[config.mk]
export PLATFORM = sky130hd
export DESIGN_NAME = port_mapped_delay_timers
export DESIGN_NICKNAME = d
export VERILOG_FILES = /design/src/pmdt_pkg.sv /design/src/port_mapped_delay_timers.sv
export SDC_FILE = /design/constraint.sdc
export NUM_CORES = 1
export LEC_CHECK = 0
export ABC_AREA = 1
export ABC_CLOCK_PERIOD_IN_PS = 3000
export BUFFER_PORTS_ARGS = -buffer_cell sky130_fd_sc_hd__clkbuf_2
export CORE_ASPECT_RATIO = 1.25
export CORE_MARGIN = 5
export CORE_UTILIZATION = 35
export CTS_BUF_LIST = sky130_fd_sc_hd__clkbuf_8
export CTS_CLUSTER_DIAMETER = 60
export DETAILED_ROUTE_END_ITERATION = 16
export SLEW_MARGIN = 20
export SYNTH_ARGS = -nofsm -noshare
export SYNTH_HDL_FRONTEND = slang
export SYNTH_SLANG_ARGS = --single-unit
[constraint.sdc]
create_clock -name clk -period 3 [get_ports clk]
set_input_delay 0.3 -clock clk [delete_from_list [all_inputs] [get_ports clk]]
set_output_delay 0.3 -clock clk [all_outputs]
set_load 0.01 [all_outputs]
[src/pmdt_pkg.sv]
package pmdt_pkg;

	localparam int unsigned MS_W = 64;
	localparam int unsigned SEC_W = 54;
	localparam int unsigned SEC_TGT_W = SEC_W + 1;
	localparam int unsigned DELAY_W = 16;

	typedef logic [1:0] op_t;
	typedef logic [7:0] byte_t;

	localparam op_t OP_TICK = 2'd0;
	localparam op_t OP_WRITE = 2'd1;
	localparam op_t OP_READ = 2'd2;

	localparam byte_t FIRST_MS_PORT = 8'd24;
	localparam byte_t LAST_MS_PORT = 8'd29;
	localparam byte_t SECONDS_PORT = 8'd30;

endpackage

[src/port_mapped_delay_timers.sv]
// channel | signals                               | direction
// --------+---------------------------------------+-------------
// request | in_valid in_ready operation port data | into block
// result  | out_valid out_ready running           | out of block
//
// a request is registered on accept and handled from the input stage; a port read
// gives its result on the following cycle through the output register.
// one request per cycle unless a read is held; the ms timers use a 64-bit add and compare.
// arst_n clears all counters and timers at once.
// a read waits in the input stage while a result is still not taken; ticks and
// writes pass regardless.
module port_mapped_delay_timers #(
	parameter int unsigned MS_TIMER_COUNT = 3,
	parameter int unsigned TICKS_PER_SECOND = 1000
) (
	input  logic                clk,
	input  logic                arst_n,
	input  logic                in_valid,
	output logic                in_ready,
	input  pmdt_pkg::op_t       operation,
	input  pmdt_pkg::byte_t     port,
	input  pmdt_pkg::byte_t     data,
	output logic                out_valid,
	input  logic                out_ready,
	output logic                running
);

	localparam int unsigned IdxW = (MS_TIMER_COUNT > 1) ? $clog2(MS_TIMER_COUNT) : 1;
	localparam int unsigned TickW = (TICKS_PER_SECOND > 1) ? $clog2(TICKS_PER_SECOND) : 1;

	logic                          valid_s1;
	pmdt_pkg::op_t                 op_s1;
	pmdt_pkg::byte_t               port_s1;
	pmdt_pkg::byte_t               data_s1;

	logic [pmdt_pkg::MS_W-1:0]     elapsed_ms_q;
	logic [TickW-1:0]              ms_in_second_q;
	logic [pmdt_pkg::SEC_W-1:0]    elapsed_sec_q;
	logic [pmdt_pkg::MS_W-1:0]     ms_target_q [MS_TIMER_COUNT];
	logic [pmdt_pkg::DELAY_W-1:0]  ms_delay_q [MS_TIMER_COUNT];
	logic [pmdt_pkg::SEC_TGT_W-1:0] sec_target_q;
	logic                          out_valid_q;
	logic                          running_q;

	logic                          out_free;
	logic                          adv_s1;
	logic                          is_tick;
	logic                          is_write;
	logic                          is_read;
	pmdt_pkg::byte_t               port_off;
	logic [1:0]                    pair;
	logic                          slot_ok;
	logic [IdxW-1:0]               slot_idx;
	logic                          is_sec_port;
	logic [pmdt_pkg::MS_W-1:0]     sel_target;
	logic [pmdt_pkg::DELAY_W-1:0]  sel_delay;
	logic [pmdt_pkg::DELAY_W-1:0]  new_delay;
	logic [pmdt_pkg::MS_W-1:0]     arm_target;
	logic                          ms_reached;
	logic                          sec_reached;
	logic                          ms_armed;
	logic                          sec_armed;
	logic                          run_next;
	logic                          sec_wrap;

	assign out_free = !out_valid_q || out_ready;
	assign is_tick = (op_s1 == pmdt_pkg::OP_TICK);
	assign is_write = (op_s1 == pmdt_pkg::OP_WRITE);
	assign is_read = (op_s1 == pmdt_pkg::OP_READ);
	assign adv_s1 = valid_s1 && (!is_read || out_free);
	assign in_ready = !valid_s1 || adv_s1;

	assign port_off = port_s1 - pmdt_pkg::FIRST_MS_PORT;
	assign pair = port_off[2:1];
	assign slot_ok = (port_s1 >= pmdt_pkg::FIRST_MS_PORT) && (port_s1 <= pmdt_pkg::LAST_MS_PORT)
		&& (32'(pair) < MS_TIMER_COUNT);
	assign slot_idx = IdxW'(pair);
	assign is_sec_port = (port_s1 == pmdt_pkg::SECONDS_PORT);

	assign sel_target = ms_target_q[slot_idx];
	assign sel_delay = ms_delay_q[slot_idx];
	assign new_delay = port_s1[0] ? {sel_delay[15:8], data_s1} : {data_s1, sel_delay[7:0]};
	assign arm_target = elapsed_ms_q + pmdt_pkg::MS_W'(new_delay);

	assign ms_armed = (sel_target != '0);
	assign ms_reached = (elapsed_ms_q >= sel_target);
	assign sec_armed = (sec_target_q != '0);
	assign sec_reached = ({1'b0, elapsed_sec_q} >= sec_target_q);
	assign sec_wrap = (ms_in_second_q == TickW'(TICKS_PER_SECOND - 1));

	always_comb begin
		run_next = 1'b0;
		if (slot_ok) begin
			run_next = ms_armed && !ms_reached;
		end else if (is_sec_port) begin
			run_next = sec_armed && !sec_reached;
		end
	end

	// input stage
	always_ff @(posedge clk or negedge arst_n) begin
		if (!arst_n) begin
			valid_s1 <= 1'b0;
		end else if (in_ready) begin
			valid_s1 <= in_valid;
		end
	end

	always_ff @(posedge clk) begin
		if (in_ready && in_valid) begin
			op_s1 <= operation;
			port_s1 <= port;
			data_s1 <= data;
		end
	end

	// time base
	always_ff @(posedge clk or negedge arst_n) begin
		if (!arst_n) begin
			elapsed_ms_q <= '0;
			ms_in_second_q <= '0;
			elapsed_sec_q <= '0;
		end else if (adv_s1 && is_tick) begin
			elapsed_ms_q <= elapsed_ms_q + 1'b1;
			if (sec_wrap) begin
				ms_in_second_q <= '0;
				elapsed_sec_q <= elapsed_sec_q + 1'b1;
			end else begin
				ms_in_second_q <= ms_in_second_q + 1'b1;
			end
		end
	end

	// millisecond timers
	always_ff @(posedge clk or negedge arst_n) begin
		if (!arst_n) begin
			for (int i = 0; i < MS_TIMER_COUNT; i++) begin
				ms_target_q[i] <= '0;
				ms_delay_q[i] <= '0;
			end
		end else if (adv_s1 && slot_ok) begin
			for (int i = 0; i < MS_TIMER_COUNT; i++) begin
				if (slot_idx == IdxW'(i)) begin
					if (is_write) begin
						ms_delay_q[i] <= new_delay;
						if (port_s1[0]) begin
							ms_target_q[i] <= arm_target;
						end
					end else if (is_read && ms_armed && ms_reached) begin
						ms_target_q[i] <= '0;
						ms_delay_q[i] <= '0;
					end
				end
			end
		end
	end

	// seconds timer
	always_ff @(posedge clk or negedge arst_n) begin
		if (!arst_n) begin
			sec_target_q <= '0;
		end else if (adv_s1 && is_sec_port) begin
			if (is_write) begin
				sec_target_q <= {1'b0, elapsed_sec_q} + pmdt_pkg::SEC_TGT_W'(data_s1);
			end else if (is_read && sec_armed && sec_reached) begin
				sec_target_q <= '0;
			end
		end
	end

	// result register
	always_ff @(posedge clk or negedge arst_n) begin
		if (!arst_n) begin
			out_valid_q <= 1'b0;
		end else if (adv_s1 && is_read) begin
			out_valid_q <= 1'b1;
		end else if (out_ready) begin
			out_valid_q <= 1'b0;
		end
	end

	always_ff @(posedge clk) begin
		if (adv_s1 && is_read) begin
			running_q <= run_next;
		end
	end

	assign out_valid = out_valid_q;
	assign running = running_q;

endmodule

Word level (Yosys, flattened, before mapping)
Cells that the tools add are included.
Storage, ports and cells
  register bits: 444
  bits of input ports: 22
  word-level logic and storage cells: 92
Operators by class
  $add $sub $neg: 6
  order comparisons: 6
  eq/ne operators: 7
  multiplexer cells: 19
  bitwise operators: 1
  reductions and logical operators: 37
Operators with widths (number)
  64-bit two-way mux: 5
  64-bit binary-select mux with 2-bit select: 1
  55-bit two-way mux: 2
  16-bit two-way mux: 5
  64-bit by 1-bit adder with 64-bit output, second input constant: 1
  64-bit by 16-bit adder with 64-bit output: 1
  64-bit greater-or-equal comparator: 1
  64-bit nonzero test: 1
  54-bit by 8-bit adder with 55-bit output: 1
  54-bit by 55-bit greater-or-equal comparator with 1-bit output: 1
  55-bit nonzero test: 1
  54-bit by 1-bit adder with 54-bit output, second input constant: 1
  16-bit binary-select mux with 2-bit select: 1
  1-bit logical AND: 14
  4-bit AND reduction: 3
  10-bit by 1-bit adder with 10-bit output, second input constant: 1
  10-bit equality test, second input constant: 1
  10-bit two-way mux: 1
  3-bit AND reduction: 3
  8-bit by 5-bit equality test with 1-bit output, second input constant: 1
  8-bit by 5-bit greater-or-equal comparator with 1-bit output, second input constant: 1
  8-bit by 5-bit less-or-equal comparator with 1-bit output, second input constant: 1
  2-bit nonzero test: 3
  1-bit zero test: 5
  11 further kinds: 20

Depth between registers and ports, before layout
  word-level depth: 10
  mapped depth: 26
  mapped depth without buffers: 23

Worst setup path after synthesis
OpenSTA, ideal clock, no wires.
  path kind: reg-to-reg
  start point: reg port_s1[1]
  end point: reg ms_target_q[118] (netlist name)
  setup time: 0.066 ns
  arrival time: 3.020 ns
  slack: -0.086 ns
  cell stages (with the launch flop): 19
  period minus slack after synthesis: 3.086 ns
  cells stage by stage: edfxtp_1 > buf_4 > nor2_4 > buf_2 > buf_1 > nand2_1 > a31oi_1 > ha_1 > nand2_1 > nand2_1 > o21ai_0 > o21ai_0 > nand2_1 > nand3_1 > nand2_1 > xor2_1 > nor2_1 > nand3_1 > nand2_1
Between the ends
  word-level cells in the longest chain between the ends: 10
Ends and longest elaborated chain
  from (decl): line port_mapped_delay_timers.sv:33  | pmdt_pkg::byte_t port_s1;
  from (signal assigned): line port_mapped_delay_timers.sv:112  | port_s1 <= port;
  parallel branches: the longest is 10 deep, another holds 64-bit by 16-bit adder with 64-bit output
  to (signal, indexed assignment): line port_mapped_delay_timers.sv:147  | ms_target_q[i] <= arm_target;
  to (decl): line port_mapped_delay_timers.sv:39  | logic [pmdt_pkg::MS_W-1:0] ms_target_q [MS_TIMER_COUNT];
Several ways; the timed one is not identified. The select of a mux whose other input is x is not followed.
A chain may end at the register's enable or synchronous reset.

Worst setup path after layout
  start point: reg port_s1[1]
  end point: reg ms_target_q[76] (netlist name)
Same word-level chain as after synthesis.

==> impl_metrics.yaml <==
run_status:
  status: "complete, but fails checks"
  failed_checks: "negative setup slack"
setup_path:
  critPathArrivalTime_ns: 4.21
  cp-end-kind: "flip-flop"
  r2r-end: "ms_target_q[76]"
  max_stage_delay_ns: 0.42
  worst_path_most_repeated_cell: "nand2_2"
  cp_max_fo: 20
  crit_type: "reg2reg"
  endpoint: "ms_target_q[76]"
  required_ns: 3.65
  startpoint: "port_s1[1]"
  start_kind: "flip-flop"
  cp_slowest_cell: "edfxtp_1"
  worstRegToRegCells: 26
  r2r-start: "port_s1[1]"
  r2r_slack_ns: -0.56
cts:
  cts_tree: "yes"
  h-tree-depth: 3
  clock_latency_ns: 0.72
  cts-root-buf: "clkbuf_8"
  clock-sinks: 444
  clk_pin_slew_worst_paths_ns: 0.07
  cts_buffers: 82
  clock_path_buffers: 3
sta:
  hold_viol: 0
  relSlewSlack_pct: 48.9
  hold_ws_ns: 0.125
  skew_ns: 0.0282
  slew_viol_final: 0
  min_period_ns: 3.56
  rsz0062_at_grt: "true"
  setup_viol: 241
  worst_pin_slew_ns: 0.760
  setup_ws_ns: -0.559
  min_period_over_period_pct: 119
  timing.fmax_ghz: 0.281
floorplanning:
  core_sq_um: 79700
  die_h_um: 326
  start_util_pct: 35.1
  rows: 116
  die_x_um: 263
  ioPinCount: 25
  dieArea_sq_um: 85700
logic_synthesis:
  synth_common_cells: "nand2_1, nand3_1, dfrtp_1"
  synth_top_area_share_pct: 38.0
  synth_edf_count: 19
  syn_avg_cell_area_sq_um: 7.19
  synth_area_sq_um: 28000
  yosysUniqueCellTypes: 48
  yosysMostFrequentCell: "nand2_1"
  synthFlopType: "dfrtp_1"
  syn-num-nets: 4060
  async_flop_share_pct: 95.7
  synth-seq-cells: 444
  postSynthCellCount: 3891
  seq_area_frac_synth_pct: 40.1
  synth_top_cell_by_area: "dfrtp_1"
  netlist_top_cells_area: "dfrtp_1, nand2_1, nand3_1"
  yosysWarningCount: 0
min_path:
  hold_class: "in2async"
route:
  ant_nets: 0
  drc: 0
  drt-initial-drc-count: 2358
  wl_per_cell_um: 19.5
  first_pass_iters: 6
  wl_um: 107000
  vias: 28377
  avgViaCountPerCell: 5.18
finish:
  final_layout_size_suffix_gt1_share_pct: 18.9
  stdcell_count: 5476
  fillers: 7973
  fin_area_sq_um: 36200
  num-nets-final: 4520
  utilization_pct: 45.4
  syn_to_final_growth_pct: 29.3
placement:
  io_buffers: 24
  place_inst: 5274
  placed_cell_area_sq_um: 32600
  gp_congestion: 1.01
  hpwl_um: 77000
run:
  maxCapViolCount: 0
global_route:
  antenna_found_initial: 1
  grt_overflow: 0
  track_usage_pct: 23.5
  grt_pass1_vias: 27693
  grt_start_max_net_pins: 68
  grtUsageMet2_pct: 40.3
  grt_use_met1_pct: 29.0
  top_usage_layer: "met2"
  grt_pass1_wl_um: 159000
  use_met3_pct: 3.06
power:
  p_per_area_nw_per_um2: 386
  irDropWorstVdd_uv: 282
  leakage_nw: 18.4
-- state kept, by name, summed over array words and instances, names as in the netlist --
register and count:
valid_s1 1, ms_in_second_q 10, ms_delay_q 48, running 1, sec_target_q 55, port_s1 8
data_s1 8, elapsed_ms_q 64, out_valid 1, ms_target_q 192, op_s1 2, elapsed_sec_q 54
-- per-layer routing --
layer  vias up  wire length, um  part of all wire (%)
met5         -                0                     0
met4         0             6500                   6.1
met3       308             5400                   5.1
met2       945            51700                    49
met1     13478            42900                    40
li1      13646                -                     -
-- kinds of logic (layout without fill, tap and decap cells) --
group           count (synthesis)  count (layout)  share of synthesized area, %
simple gates                 2386            2386                          36.5
buf+inv                       519            1041                          7.44
flops                         444             444                          40.1
compound gates                264             264                          5.21
fa+ha+maj                     147             147                          6.63
xor+xnor                      131             131                          4.10
other cells                     0               1                             0
-- power breakdown --
group | switching (mW) | internal, mW | total [mW]
logic | 1.01 | 0.716 | 1.73
clock network | 2.78 | 3.23 | 6.01
registers | 0.117 | 6.11 | 6.23
total | 3.91 | 10.1 | 14.0
-- area by class of cell --
cell class	instances	area [sq um]	share of cell area, %
multi-input combinational	2928	15800	43.7
antenna	1	2.50	0.00692
sequential	444	11200	31.0
clock buffer	102	1400	3.88
clock inverter	44	246	0.682
timing repair buffer	516	4750	13.1
tap	1062	1330	3.68
inverter	379	1430	3.94
-- stage by stage --
step | setup TNS, ns | power, mW | setup slack [ns]
2_1_floorplan | -0.0717 | 6.88 | -0.0239
3_3_place_gp | -172.63 | 7.71 | -0.830
3_5_place_dp | -183.85 | 7.73 | -0.845
4_1_cts | -123.81 | 13.9 | -0.604
5_1_grt | -154.99 | 14.5 | -0.714
6_report | -115.34 | 14.0 | -0.559
-- layout by cell type, fill, tap and decap left out, types with 21 or more instances in the layout --
cell	instances
a21oi_1	115
buf_12	41
buf_4	394
clkbuf_2	23
clkbuf_8	102
dfrtp_1	425
dlygate4sd3_1	21
ha_1	122
ha_4	21
inv_1	395
nand2_1	1229
nand2_2	38
nand3_1	462
nand3_2	32
nand4_1	107
nor2_1	294
nor2_2	35
nor3_1	72
nor4_1	31
o21ai_0	59
xor2_1	108
-- worst min-delay path by stage --
stage	from	end	slack (ns)	cells past startpoint
after CTS	arst_n	sec_target_q[15]	0.12	2
after global placement	arst_n	sec_target_q[15]	0.29	1
after floorplan	arst_n	elapsed_ms_q[0]	0.004	0
final	arst_n	sec_target_q[15]	0.12	2
after detailed placement	arst_n	sec_target_q[15]	0.28	1
after global routing	arst_n	sec_target_q[15]	0.16	2
-- worst max-delay path: cells and delay by family, from the launching register on --
| kind | cells | cell delay, ns |
|---|---|---|
| DFF | 1 | 0.42 |
| adders and majority gates | 1 | 0.28 |
| buffers and inverters | 8 | 1.22 |
| and+or+nand+nor | 17 | 1.55 |
-- timing repair --
item	4_1_cts	5_1_grt
endpoints found under the hold margin	205	0
resized for setup	57	232
hold buffers	21	0
pin swaps	3	51
setup endpoints to repair	241	243
cloned	3	10
setup buffers	7	16
Note: power is estimated with default switching activity, not from simulation.
